$ cat src/rtl/servo_overtravel_protect_core_defines.svh
// Assertion macros used by the servo overtravel protection core.
`ifndef SERVO_OVERTRAVEL_PROTECT_CORE_DEFINES_SVH
`define SERVO_OVERTRAVEL_PROTECT_CORE_DEFINES_SVH

// Same-cycle implication, checked on clk and held off during reset.
`define SOP_ASSERT_IMPL(lbl, ante, cons, msg) \
  lbl: assert property (@(posedge clk) disable iff (!rst_n) (ante) |-> (cons)) \
    else $error(msg);

// Next-cycle implication, checked on clk and held off during reset.
`define SOP_ASSERT_NEXT(lbl, ante, cons, msg) \
  lbl: assert property (@(posedge clk) disable iff (!rst_n) (ante) |=> (cons)) \
    else $error(msg);

`endif

$ cat src/rtl/sop_pkg.sv
// Package with the types and constants of the servo overtravel protection block.
package sop_pkg;

  // Two-bit direction code.
  typedef logic [1:0] dir_t;

  localparam dir_t DIR_NONE = 2'd0;
  localparam dir_t DIR_POS  = 2'd1;
  localparam dir_t DIR_NEG  = 2'd2;
  localparam dir_t DIR_BOTH = 2'd3;

  // Command sources.
  localparam logic [1:0] SRC_REMOTE = 2'd1;
  localparam logic [1:0] SRC_CMBUS  = 2'd2;

  // Mode groups that matter for the commanded direction.
  localparam logic [2:0] MODE_REMOTE_POS   = 3'd1;
  localparam logic [2:0] MODE_CMBUS_SPD    = 3'd1;
  localparam logic [2:0] MODE_CMBUS_SYNC   = 3'd2;
  localparam logic [2:0] MODE_CMBUS_TORQUE = 3'd3;

  // Configuration register map.
  localparam int CFG_ADDR_WIDTH = 4;
  localparam int CFG_DATA_WIDTH = 32;
  typedef logic [1:0] reg_idx_t;
  localparam reg_idx_t REG_SOFT_SEL  = 2'd0;
  localparam reg_idx_t REG_THRESHOLD = 2'd1;
  localparam reg_idx_t REG_DELAY     = 2'd2;

  // Register widths and reset values.
  localparam int THRESH_WIDTH = 15;
  localparam int DELAY_WIDTH  = 11;
  localparam logic [THRESH_WIDTH-1:0] THRESH_RESET = 15'd24;
  localparam logic [DELAY_WIDTH-1:0]  DELAY_RESET  = 11'd1000;
  localparam logic [DELAY_WIDTH:0]    COUNT_MAX    = 12'd2047;

endpackage

$ cat src/rtl/sop_in_if.sv
// Input channel interface of the servo overtravel protection block.
interface sop_in_if #(
  parameter int POS_WIDTH   = 32,
  parameter int SPEED_WIDTH = 16
) ();
  logic                          valid;
  logic                          ready;
  logic                          brake_released;
  logic                          speed_nonzero;
  logic [1:0]                    soft_limits;
  logic [1:0]                    hard_limits;
  logic                          regulating;
  logic [1:0]                    homing_masks;
  logic [1:0]                    command_source;
  logic [2:0]                    mode_group;
  logic signed [POS_WIDTH-1:0]   command_value;
  logic signed [POS_WIDTH-1:0]   actual_position;
  logic signed [SPEED_WIDTH-1:0] speed_feedback;

  modport source (
    output valid, brake_released, speed_nonzero, soft_limits, hard_limits, regulating,
           homing_masks, command_source, mode_group, command_value, actual_position,
           speed_feedback,
    input  ready
  );

  modport sink (
    input  valid, brake_released, speed_nonzero, soft_limits, hard_limits, regulating,
           homing_masks, command_source, mode_group, command_value, actual_position,
           speed_feedback,
    output ready
  );
endinterface

$ cat src/rtl/sop_out_if.sv
// Result channel interface of the servo overtravel protection block.
interface sop_out_if #(
  parameter int SPEED_WIDTH = 16
) ();
  logic                          valid;
  logic                          ready;
  logic [1:0]                    overtravel_dir;
  logic [1:0]                    ref_dir;
  logic                          stopping;
  logic                          position_locked;
  logic                          load_stop_speed;
  logic signed [SPEED_WIDTH-1:0] stop_speed;
  logic                          raise_pos_warn;
  logic                          raise_neg_warn;
  logic                          clear_warns;
  logic [1:0]                    latched_dir;

  modport source (
    output valid, overtravel_dir, ref_dir, stopping, position_locked, load_stop_speed,
           stop_speed, raise_pos_warn, raise_neg_warn, clear_warns, latched_dir,
    input  ready
  );

  modport sink (
    input  valid, overtravel_dir, ref_dir, stopping, position_locked, load_stop_speed,
           stop_speed, raise_pos_warn, raise_neg_warn, clear_warns, latched_dir,
    output ready
  );
endinterface

$ cat src/rtl/servo_overtravel_protect_core.sv
// Servo overtravel protection core: limit tracking, stop and lock control, warnings.
//
// Each request is one control tick. It is registered in the input register on
// acceptance, evaluated against the protection state and written to the result
// register; one request is taken every cycle while results are taken. The only
// loop is the update of the protection state. Soft or hard limits are folded into
// a sticky overtravel direction, a run into the limit starts a zero-speed stop that
// becomes a position lock at or below the speed threshold, and warnings clear on
// release or after the drive has been disabled for more than the release delay.
// Configuration is taken on an APB-style port (registers at byte addresses 0, 4
// and 8); the user is to write it only while idle; the block does not enforce it.
`include "servo_overtravel_protect_core_defines.svh"

module servo_overtravel_protect_core
  import sop_pkg::*;
#(
  parameter int POS_WIDTH   = 32,
  parameter int SPEED_WIDTH = 16
) (
  input  logic                      clk,
  input  logic                      rst_n,
  sop_in_if.sink                    in_bus,
  sop_out_if.source                 out_bus,
  input  logic                      psel,
  input  logic                      penable,
  input  logic                      pwrite,
  input  logic [CFG_ADDR_WIDTH-1:0] paddr,
  input  logic [CFG_DATA_WIDTH-1:0] pwdata,
  output logic [CFG_DATA_WIDTH-1:0] prdata,
  output logic                      pready
);

  // Width of the speed magnitude compare.
  localparam int MAG_WIDTH = ((SPEED_WIDTH > THRESH_WIDTH) ? SPEED_WIDTH : THRESH_WIDTH) + 1;

  // Configuration registers.
  logic                    soft_sel_r;
  logic [THRESH_WIDTH-1:0] thresh_r;
  logic [DELAY_WIDTH-1:0]  delay_r;

  // Input register.
  logic                          s1_valid_r;
  logic                          s1_brake_r;
  logic                          s1_nonzero_r;
  logic [1:0]                    s1_soft_r;
  logic [1:0]                    s1_hard_r;
  logic                          s1_reg_r;
  logic [1:0]                    s1_masks_r;
  logic [1:0]                    s1_src_r;
  logic [2:0]                    s1_mode_r;
  logic signed [POS_WIDTH-1:0]   s1_cmd_r;
  logic signed [POS_WIDTH-1:0]   s1_act_r;
  logic signed [SPEED_WIDTH-1:0] s1_spd_r;

  // Protection state.
  dir_t                 dir_r,     dir_nxt;
  logic                 stop_r,    stop_nxt;
  logic                 lock_r,    lock_nxt;
  dir_t                 refd_r,    refd_nxt;
  dir_t                 latch_r,   latch_nxt;
  logic                 warn_r,    warn_nxt;
  logic [DELAY_WIDTH-1:0] count_r, count_nxt;

  // Result register.
  logic                          out_valid_r;
  logic                          load_r,  load_nxt;
  logic signed [SPEED_WIDTH-1:0] seed_r,  seed_nxt;
  logic                          rpos_r,  rpos_nxt;
  logic                          rneg_r,  rneg_nxt;
  logic                          clr_r,   clr_nxt;

  logic adv;
  logic cfg_wr;

  // Handshake: the evaluation stage advances when the result register is free.
  assign adv          = s1_valid_r && (!out_valid_r || out_bus.ready);
  assign in_bus.ready = !s1_valid_r || adv;

  // Configuration port.
  assign pready = 1'b1;
  assign cfg_wr = psel && penable && pwrite && pready;

  always_ff @(posedge clk) begin
    if (!rst_n) begin
      soft_sel_r <= 1'b0;
      thresh_r   <= THRESH_RESET;
      delay_r    <= DELAY_RESET;
    end else if (cfg_wr) begin
      case (reg_idx_t'(paddr[3:2]))
        REG_SOFT_SEL:  soft_sel_r <= pwdata[0];
        REG_THRESHOLD: thresh_r   <= pwdata[THRESH_WIDTH-1:0];
        REG_DELAY:     delay_r    <= pwdata[DELAY_WIDTH-1:0];
        default: ;
      endcase
    end
  end

  // Register read-back.
  always_comb begin
    case (reg_idx_t'(paddr[3:2]))
      REG_SOFT_SEL:  prdata = {{(CFG_DATA_WIDTH-1){1'b0}}, soft_sel_r};
      REG_THRESHOLD: prdata = {{(CFG_DATA_WIDTH-THRESH_WIDTH){1'b0}}, thresh_r};
      REG_DELAY:     prdata = {{(CFG_DATA_WIDTH-DELAY_WIDTH){1'b0}}, delay_r};
      default:       prdata = '0;
    endcase
  end

  // Input register control.
  always_ff @(posedge clk) begin
    if (!rst_n) begin
      s1_valid_r <= 1'b0;
    end else if (in_bus.ready) begin
      s1_valid_r <= in_bus.valid;
    end
  end

  // Input register payload.
  always_ff @(posedge clk) begin
    if (in_bus.valid && in_bus.ready) begin
      s1_brake_r   <= in_bus.brake_released;
      s1_nonzero_r <= in_bus.speed_nonzero;
      s1_soft_r    <= in_bus.soft_limits;
      s1_hard_r    <= in_bus.hard_limits;
      s1_reg_r     <= in_bus.regulating;
      s1_masks_r   <= in_bus.homing_masks;
      s1_src_r     <= in_bus.command_source;
      s1_mode_r    <= in_bus.mode_group;
      s1_cmd_r     <= in_bus.command_value;
      s1_act_r     <= in_bus.actual_position;
      s1_spd_r     <= in_bus.speed_feedback;
    end
  end

  // Direction from the sign of a value.
  function automatic dir_t sign_dir(input logic signed [POS_WIDTH-1:0] v);
    if (v > 0)      return DIR_POS;
    else if (v < 0) return DIR_NEG;
    else            return DIR_NONE;
  endfunction

  // Direction from a target compared with the actual position.
  function automatic dir_t cmp_dir(input logic signed [POS_WIDTH-1:0] t,
                                   input logic signed [POS_WIDTH-1:0] a);
    if (t > a)      return DIR_POS;
    else if (t < a) return DIR_NEG;
    else            return DIR_NONE;
  endfunction

  // Commanded direction from source and mode.
  dir_t cmd_dir;
  always_comb begin
    cmd_dir = DIR_NONE;
    case (s1_src_r)
      SRC_REMOTE: begin
        if (s1_mode_r == MODE_REMOTE_POS) cmd_dir = cmp_dir(s1_cmd_r, s1_act_r);
        else                              cmd_dir = sign_dir(s1_cmd_r);
      end
      SRC_CMBUS: begin
        if (s1_mode_r == MODE_CMBUS_SPD || s1_mode_r == MODE_CMBUS_TORQUE) begin
          cmd_dir = sign_dir(s1_cmd_r);
        end else if (s1_mode_r == MODE_CMBUS_SYNC) begin
          cmd_dir = cmp_dir(s1_cmd_r, s1_act_r);
        end
      end
      default: cmd_dir = DIR_NONE;
    endcase
  end

  // Speed magnitude against the lock threshold.
  logic signed [MAG_WIDTH-1:0] spd_ext;
  logic [MAG_WIDTH-1:0]        spd_mag;
  logic                        at_rest;
  assign spd_ext = MAG_WIDTH'(s1_spd_r);
  assign spd_mag = (s1_spd_r < 0) ? MAG_WIDTH'(-spd_ext) : MAG_WIDTH'(spd_ext);
  assign at_rest = spd_mag <= MAG_WIDTH'(thresh_r);

  // Tick evaluation: next protection state and result flags.
  logic [1:0]           lim;
  logic                 cmd_ok;
  logic [DELAY_WIDTH:0] cnt_inc;
  logic [DELAY_WIDTH:0] cnt_hold;
  logic                 do_stop;
  always_comb begin
    dir_nxt   = dir_r;
    stop_nxt  = stop_r;
    lock_nxt  = lock_r;
    refd_nxt  = refd_r;
    latch_nxt = latch_r;
    warn_nxt  = warn_r;
    count_nxt = count_r;
    load_nxt  = 1'b0;
    seed_nxt  = '0;
    rpos_nxt  = 1'b0;
    rneg_nxt  = 1'b0;
    clr_nxt   = 1'b0;
    do_stop   = 1'b0;
    cmd_ok    = s1_brake_r && s1_nonzero_r;
    lim       = soft_sel_r ? s1_soft_r : s1_hard_r;
    cnt_inc   = {1'b0, count_r} + 1'b1;
    cnt_hold  = {1'b0, delay_r} + 1'b1;

    if (cmd_ok) begin
      // Sticky direction fold.
      if (lim[0])      dir_nxt = dir_r | DIR_POS;
      else if (lim[1]) dir_nxt = dir_r | DIR_NEG;
      else             dir_nxt = DIR_NONE;
      count_nxt = '0;

      if (dir_nxt == DIR_BOTH) begin
        do_stop  = 1'b1;
        warn_nxt = 1'b1;
        rpos_nxt = 1'b1;
        rneg_nxt = 1'b1;
      end else if (dir_nxt == DIR_NONE || cmd_dir != dir_nxt) begin
        if (dir_nxt != DIR_NONE) refd_nxt = cmd_dir;
        stop_nxt  = 1'b0;
        lock_nxt  = 1'b0;
        if (dir_nxt == DIR_NONE) refd_nxt = DIR_NONE;
        else                     refd_nxt = DIR_NONE;
        latch_nxt = DIR_NONE;
        if (warn_r) begin
          warn_nxt = 1'b0;
          clr_nxt  = 1'b1;
        end
      end else begin
        // Command runs into the single active limit.
        refd_nxt  = cmd_dir;
        latch_nxt = dir_nxt;
        if (dir_nxt == DIR_POS && s1_reg_r && !s1_masks_r[0]) begin
          warn_nxt = 1'b1;
          rpos_nxt = 1'b1;
          do_stop  = 1'b1;
        end else if (dir_nxt == DIR_NEG && s1_reg_r && !s1_masks_r[1]) begin
          warn_nxt = 1'b1;
          rneg_nxt = 1'b1;
          do_stop  = 1'b1;
        end
      end

      // Zero-speed stop and position lock.
      if (do_stop && !lock_r) begin
        if (!stop_r) begin
          stop_nxt = 1'b1;
          load_nxt = 1'b1;
          seed_nxt = s1_spd_r;
        end
        if (at_rest) begin
          stop_nxt = 1'b0;
          lock_nxt = 1'b1;
        end
      end
    end else begin
      // Drive disabled: release and count toward the continuous clear.
      warn_nxt  = 1'b0;
      stop_nxt  = 1'b0;
      lock_nxt  = 1'b0;
      refd_nxt  = DIR_NONE;
      latch_nxt = DIR_NONE;
      count_nxt = (cnt_inc > COUNT_MAX) ? COUNT_MAX[DELAY_WIDTH-1:0]
                                        : cnt_inc[DELAY_WIDTH-1:0];
      if (cnt_inc > {1'b0, delay_r}) begin
        count_nxt = (cnt_hold > COUNT_MAX) ? COUNT_MAX[DELAY_WIDTH-1:0]
                                           : cnt_hold[DELAY_WIDTH-1:0];
        clr_nxt   = 1'b1;
      end
    end
  end

  // Protection state and result valid.
  always_ff @(posedge clk) begin
    if (!rst_n) begin
      dir_r       <= DIR_NONE;
      stop_r      <= 1'b0;
      lock_r      <= 1'b0;
      refd_r      <= DIR_NONE;
      latch_r     <= DIR_NONE;
      warn_r      <= 1'b0;
      count_r     <= '0;
      out_valid_r <= 1'b0;
    end else begin
      if (adv) begin
        dir_r   <= dir_nxt;
        stop_r  <= stop_nxt;
        lock_r  <= lock_nxt;
        refd_r  <= refd_nxt;
        latch_r <= latch_nxt;
        warn_r  <= warn_nxt;
        count_r <= count_nxt;
      end
      if (adv) begin
        out_valid_r <= 1'b1;
      end else if (out_bus.ready) begin
        out_valid_r <= 1'b0;
      end
    end
  end

  // Result payload.
  always_ff @(posedge clk) begin
    if (adv) begin
      load_r <= load_nxt;
      seed_r <= seed_nxt;
      rpos_r <= rpos_nxt;
      rneg_r <= rneg_nxt;
      clr_r  <= clr_nxt;
    end
  end

  // The state registers double as the result's state fields.
  assign out_bus.valid           = out_valid_r;
  assign out_bus.overtravel_dir  = dir_r;
  assign out_bus.ref_dir         = refd_r;
  assign out_bus.stopping        = stop_r;
  assign out_bus.position_locked = lock_r;
  assign out_bus.load_stop_speed = load_r;
  assign out_bus.stop_speed      = seed_r;
  assign out_bus.raise_pos_warn  = rpos_r;
  assign out_bus.raise_neg_warn  = rneg_r;
  assign out_bus.clear_warns     = clr_r;
  assign out_bus.latched_dir     = latch_r;

  // A stop and a lock are never held together.
  `SOP_ASSERT_IMPL(a_stop_lock_excl, stop_r, !lock_r, "stop and lock active together")
  // A running disable count means everything has been released.
  `SOP_ASSERT_IMPL(a_count_released, count_r != '0, !warn_r && !stop_r && !lock_r,
                   "disable count running with protection state active")
  // A seeded stop shows up as a stop or an immediate lock.
  `SOP_ASSERT_IMPL(a_load_stop, out_valid_r && load_r, stop_r || lock_r,
                   "stop seed without stop or lock")
  // State moves only when a tick is evaluated.
  `SOP_ASSERT_NEXT(a_state_hold, !adv, $stable(dir_r) && $stable(warn_r) && $stable(count_r),
                   "protection state changed without an evaluated tick")

endmodule

$ cat src/flat_wrapper.sv
// flat-port wrapper written by rule: the top's interface ports become plain ports
module servo_overtravel_protect_core_flat import sop_pkg::*;
#(
  parameter int POS_WIDTH   = 32,
  parameter int SPEED_WIDTH = 16
)
  (clk, rst_n, psel, penable, pwrite, paddr, pwdata, prdata, pready, in_bus_valid, in_bus_brake_released, in_bus_speed_nonzero, in_bus_soft_limits, in_bus_hard_limits, in_bus_regulating, in_bus_homing_masks, in_bus_command_source, in_bus_mode_group, in_bus_command_value, in_bus_actual_position, in_bus_speed_feedback, in_bus_ready, out_bus_valid, out_bus_overtravel_dir, out_bus_ref_dir, out_bus_stopping, out_bus_position_locked, out_bus_load_stop_speed, out_bus_stop_speed, out_bus_raise_pos_warn, out_bus_raise_neg_warn, out_bus_clear_warns, out_bus_latched_dir, out_bus_ready);
  sop_in_if #(.POS_WIDTH(POS_WIDTH), .SPEED_WIDTH(SPEED_WIDTH)) in_bus_i ();
  sop_out_if #(.SPEED_WIDTH(SPEED_WIDTH)) out_bus_i ();
  input  logic clk;
  input  logic rst_n;
  input  logic psel;
  input  logic penable;
  input  logic pwrite;
  input  logic [CFG_ADDR_WIDTH-1:0] paddr;
  input  logic [CFG_DATA_WIDTH-1:0] pwdata;
  output logic [CFG_DATA_WIDTH-1:0] prdata;
  output logic pready;
  input wire logic [$bits(in_bus_i.valid)-1:0] in_bus_valid;
  input wire logic [$bits(in_bus_i.brake_released)-1:0] in_bus_brake_released;
  input wire logic [$bits(in_bus_i.speed_nonzero)-1:0] in_bus_speed_nonzero;
  input wire logic [$bits(in_bus_i.soft_limits)-1:0] in_bus_soft_limits;
  input wire logic [$bits(in_bus_i.hard_limits)-1:0] in_bus_hard_limits;
  input wire logic [$bits(in_bus_i.regulating)-1:0] in_bus_regulating;
  input wire logic [$bits(in_bus_i.homing_masks)-1:0] in_bus_homing_masks;
  input wire logic [$bits(in_bus_i.command_source)-1:0] in_bus_command_source;
  input wire logic [$bits(in_bus_i.mode_group)-1:0] in_bus_mode_group;
  input wire logic [$bits(in_bus_i.command_value)-1:0] in_bus_command_value;
  input wire logic [$bits(in_bus_i.actual_position)-1:0] in_bus_actual_position;
  input wire logic [$bits(in_bus_i.speed_feedback)-1:0] in_bus_speed_feedback;
  output wire logic [$bits(in_bus_i.ready)-1:0] in_bus_ready;
  output wire logic [$bits(out_bus_i.valid)-1:0] out_bus_valid;
  output wire logic [$bits(out_bus_i.overtravel_dir)-1:0] out_bus_overtravel_dir;
  output wire logic [$bits(out_bus_i.ref_dir)-1:0] out_bus_ref_dir;
  output wire logic [$bits(out_bus_i.stopping)-1:0] out_bus_stopping;
  output wire logic [$bits(out_bus_i.position_locked)-1:0] out_bus_position_locked;
  output wire logic [$bits(out_bus_i.load_stop_speed)-1:0] out_bus_load_stop_speed;
  output wire logic [$bits(out_bus_i.stop_speed)-1:0] out_bus_stop_speed;
  output wire logic [$bits(out_bus_i.raise_pos_warn)-1:0] out_bus_raise_pos_warn;
  output wire logic [$bits(out_bus_i.raise_neg_warn)-1:0] out_bus_raise_neg_warn;
  output wire logic [$bits(out_bus_i.clear_warns)-1:0] out_bus_clear_warns;
  output wire logic [$bits(out_bus_i.latched_dir)-1:0] out_bus_latched_dir;
  input wire logic [$bits(out_bus_i.ready)-1:0] out_bus_ready;
  assign in_bus_i.valid = in_bus_valid;
  assign in_bus_i.brake_released = in_bus_brake_released;
  assign in_bus_i.speed_nonzero = in_bus_speed_nonzero;
  assign in_bus_i.soft_limits = in_bus_soft_limits;
  assign in_bus_i.hard_limits = in_bus_hard_limits;
  assign in_bus_i.regulating = in_bus_regulating;
  assign in_bus_i.homing_masks = in_bus_homing_masks;
  assign in_bus_i.command_source = in_bus_command_source;
  assign in_bus_i.mode_group = in_bus_mode_group;
  assign in_bus_i.command_value = in_bus_command_value;
  assign in_bus_i.actual_position = in_bus_actual_position;
  assign in_bus_i.speed_feedback = in_bus_speed_feedback;
  assign in_bus_ready = in_bus_i.ready;
  assign out_bus_valid = out_bus_i.valid;
  assign out_bus_overtravel_dir = out_bus_i.overtravel_dir;
  assign out_bus_ref_dir = out_bus_i.ref_dir;
  assign out_bus_stopping = out_bus_i.stopping;
  assign out_bus_position_locked = out_bus_i.position_locked;
  assign out_bus_load_stop_speed = out_bus_i.load_stop_speed;
  assign out_bus_stop_speed = out_bus_i.stop_speed;
  assign out_bus_raise_pos_warn = out_bus_i.raise_pos_warn;
  assign out_bus_raise_neg_warn = out_bus_i.raise_neg_warn;
  assign out_bus_clear_warns = out_bus_i.clear_warns;
  assign out_bus_latched_dir = out_bus_i.latched_dir;
  assign out_bus_i.ready = out_bus_ready;
  servo_overtravel_protect_core #(.POS_WIDTH(POS_WIDTH), .SPEED_WIDTH(SPEED_WIDTH)) u_core (.clk(clk), .rst_n(rst_n), .in_bus(in_bus_i), .out_bus(out_bus_i), .psel(psel), .penable(penable), .pwrite(pwrite), .paddr(paddr), .pwdata(pwdata), .prdata(prdata), .pready(pready));
endmodule
$ cat config.mk
export PLATFORM = sky130hd
export DESIGN_NAME = servo_overtravel_protect_core_flat
export DESIGN_NICKNAME = d
export VERILOG_FILES = /design/src/rtl/sop_pkg.sv /design/src/rtl/sop_in_if.sv /design/src/rtl/sop_out_if.sv /design/src/rtl/servo_overtravel_protect_core.sv /design/src/flat_wrapper.sv
export VERILOG_INCLUDE_DIRS = /design/src /design/src/rtl
export SDC_FILE = /design/constraint.sdc
export NUM_CORES = 1
export LEC_CHECK = 0
export BUFFER_PORTS_ARGS = -buffer_cell sky130_fd_sc_hd__buf_2
export CORE_ASPECT_RATIO = 1.5
export CORE_MARGIN = 2
export CORE_UTILIZATION = 40
export CTS_CLUSTER_SIZE = 25
export DETAILED_ROUTE_END_ITERATION = 16
export HOLD_SLACK_MARGIN = 0.06
export PLACE_DENSITY = 0.62
export REMOVE_ABC_BUFFERS = 1
export SLEW_MARGIN = 15
export SYNTH_ARGS = -nofsm -noshare
export SYNTH_HDL_FRONTEND = slang
export SYNTH_SLANG_ARGS = --single-unit
$ cat constraint.sdc
create_clock -name clk -period 9.8 [get_ports clk]
set_input_delay 1.96 -clock clk [delete_from_list [all_inputs] [get_ports clk]]
set_output_delay 1.96 -clock clk [all_outputs]
set_load 0.02 [all_outputs]
==> summary.txt <==
Place WS: 4.481 ns
Vias in the first global route: 6114
Overflow after GRT: 0
Net Sw Frac: 23.98%
Arrival time worst endpoint: 3.37 ns
Drt first-iter violations: 278
Setup TNS: 0 ns
Hold buffers post-CTS: 0
Setup bufs post-CTS: 0
Crit-path slowest cell: nor2b_1
Dominant synthesized flop cell: edfxtp_1
R2R depth: 13
Peak supply drop: 0.1689 mV
Max-cap violations: 0
Sequential cell area fraction in the yosys report: 52.94%
Nets@finish: 1129
Hold Violations, Final: 0
Final GP Congestion: 0.8186
R2R Path Start: u_core.count_r[0]
Post_cts resized: 0
Fmax: 0.1877 GHz
Slew at the pin with the worst max-slew slack: 1.131 ns
Core box area: 0.02042 mm^2
Clock slew seen by the registers of the worst setup and hold paths: 0.06 ns
Die X: 121.8 um
Outcome: complete, no violations
CTS tree: done
Antenna-violating nets left: 0
Pins Over Slew Limit: 0
Synth unique cells: 69
Worst setup path startpoint: paddr[2]
Clock Path Buffers: 2
Commonest non-fill, non-tap cells in the layout: 162 x buf_2, 114 x edfxtp_1, 89 x nand2_1
Clk root buf: clkbuf_16
Worst skew pair latency: 0.44 ns
Min Hold Slack: 0.4542 ns
Pint: 1211 uW
FP Rows: 64
Diodes inserted: 0
Share of layout cells above drive strength 1: 22.34%
Levels on crit path: 4
Synth warn: 0
Io pins: 200
LEAKAGE: 0.004124 uW
Final setup margin: 4.473 ns
Cell Area, Synth: 0.008319 mm^2
Area Growth Syn to Fin: 19.16%
Startpoint Class: input pin
WL per Instance: 15.29 um
TritonCTS buffer count: 17
Fin crit share: 54.36%
EDFF count, synth: 114
Die Height: 180.6 um
Die Area: 0.02199 mm^2
Via count: 6045
Most frequent cell on the critical path: buf_2
Largest net degree at the start of global routing: 82
Clock network fraction of design power: 40.8%
Post-detail-place hpwl: 14230 um
Yosys reg bits: 163
Vias per cell: 5.021
FFs w/ async S/R, synth: 0%
CTS H-tree depth: 4
Tmin final: 5.327 ns
RSZ-0062 raised after global routing: false
Worst clock skew: 0.009974 ns
CP Data Required Time: 7.84 ns
Pwr/cell area: 160.7 mW/mm^2
Crit path cell chain: buf_2 -> nor2b_1 -> a22o_1 -> buf_2
Total Wirelength: 18410 um
Crit path to: prdata[3]
Most common cell after layout, fill and taps aside: buf_2
DRT Pass-1 Iters: 4
First-pass GRT wire length: 29730 um
Delay-heaviest family, CP: simple AND/OR/NAND/NOR gates
RR Endpoint: u_core.count_r[9]
DRC Markers: 0
WP buf/inv: 2
# setup viols final: 0
Initial antenna violation count: 1
Setup CP Type: input pin to primary output
Buffers added on ports: 162
Mapped Cells: 761
Relative slew slack: 23.78%
NetSw: 382.0 uW
Critical-path maximum fanout: 15
Mapped Avg Cell Area: 10.93 um^2
Total GRT Usage: 17.47%
Kind of end point of the critical path: primary output
CP max stage delay: 0.82 ns
Initial core utilization: 40.74%
Combinational share of power: 9.7%
Sequential power share: 49.5%
Setup slack, reg-to-reg: 6.04 ns
Worst min-delay path category: flip-flop to flip-flop
Clock sinks: 163
-- power by group through the flow --
stage          Clock (uW)  Sequential [uW]  Combinational (uW)
4_1_cts               665              789                 158
3_3_place_gp            0              803                 155
3_5_place_dp            0              804                 156
5_1_grt               693              792                 177
6_report              649              789                 155
2_1_floorplan           0              806                91.7
-- Yosys cell counts (all sizes together) (2+ instances only) --
library cell / number / area (um^2)
a21oi: 25 / 125.1
or2: 2 / 12.51
and4: 3 / 26.28
ha: 65 / 813.3
o21a: 6 / 45.04
buf: 20 / 151.4
a211oi: 2 / 27.53
and3: 4 / 26.28
dfxtp: 49 / 980.9
inv: 68 / 255.2
and2: 24 / 151.4
nand2: 89 / 334.1
clkbuf: 13 / 48.80
a221oi: 3 / 32.53
nand4: 18 / 118.9
conb: 2 / 7.510
a21o: 8 / 60.06
edfxtp: 114 / 3423
nor4: 8 / 50.05
or3: 6 / 47.54
nand2b: 7 / 43.79
nor2b: 11 / 68.82
xor2: 8 / 70.07
o31ai: 3 / 22.52
nand3: 18 / 90.09
nor3: 21 / 105.1
mux2i: 4 / 40.04
o211ai: 9 / 67.56
a21boi: 24 / 183.9
xnor2: 23 / 201.4
mux2: 2 / 22.52
o21ai: 42 / 214.0
nor2: 16 / 60.06
nand3b: 2 / 15.01
or4: 2 / 15.01
a22o: 11 / 96.34
a31oi: 6 / 37.54
o41ai: 2 / 17.52
nor3b: 3 / 22.52
-- worst min-delay path by stage --
stage,cells after the start,to,startpoint,slack (ns)
2_1_floorplan,2,u_core.warn_r,u_core.warn_r,0.43
3_3_place_gp,2,u_core.warn_r,u_core.warn_r,0.44
3_5_place_dp,2,u_core.warn_r,u_core.warn_r,0.45
4_1_cts,2,u_core.warn_r,u_core.warn_r,0.45
5_1_grt,2,u_core.out_bus.ref_dir[1],u_core.out_bus.ref_dir[1],0.48
6_report,2,u_core.warn_r,u_core.warn_r,0.45
-- flip-flops by register name, summed over array words and instances, names as in the netlist, 3 cells and up --
| register | flops |
|---|---|
| u_core.delay_r | 11 |
| u_core.out_bus.stop_speed | 16 |
| u_core.s1_mode_r | 3 |
| u_core.s1_cmd_r | 32 |
| u_core.count_r | 11 |
| u_core.s1_act_r | 32 |
| u_core.thresh_r | 15 |
| u_core.s1_spd_r | 16 |
-- kinds of logic after synthesis --
kind of cell	count (synthesis)	share of synthesized area, %
compound gates	154	12.84
xor+xnor	31	3.264
fa+ha+maj	65	9.776
simple gates	239	14.86
mux	6	0.7520
other cells	2	0.09027
flops	163	52.94
buf+inv	101	5.474
-- through the flow --
stage / power (uW) / util, % / cell area (um^2) / cells
2_1_floorplan: 897.5 / - / 8179 / 744
3_3_place_gp: 957.9 / 45.75 / 9343 / 1172
3_5_place_dp: 960.4 / 45.75 / 9343 / 1172
4_1_cts: 1612 / 48.55 / 9913 / 1204
5_1_grt: 1662 / 48.55 / 9913 / 1204
6_report: 1593 / 48.55 / 9913 / 1204
-- layout make-up --
cell class / count / area, um^2
repair buffers: 164 / 825.8
well taps: 264 / 330.3
inverters: 68 / 255.2
clock inverters: 11 / 130.1
fillers: 1953 / 10510
clock buffers: 21 / 440.4
flip-flops and latches: 163 / 4404
multi-input cells: 513 / 3527
-- per-layer routing --
metal / share of wire, % / track usage, % / vias to the layer above
met5: 0 / 0 / -
met2: 53 / 31.66 / 145
met4: 2.2 / 6.253 / 0
li1: - / - / 3049
met1: 39 / 19.10 / 2828
met3: 5.3 / 4.937 / 23
-- worst register-to-register path, delay by kind of cell, from the launching register on --
family | cells | cell delay, ns
muxes | 1 | 0.43
and+or+nand+nor | 2 | 0.41
adders and majority gates | 2 | 0.50
DFF | 1 | 0.43
AOI/OAI and AO/OA | 7 | 1.67
xor gates and xnor gates | 1 | 0.23
No activity file was read; power rests on OpenSTA's default activity.
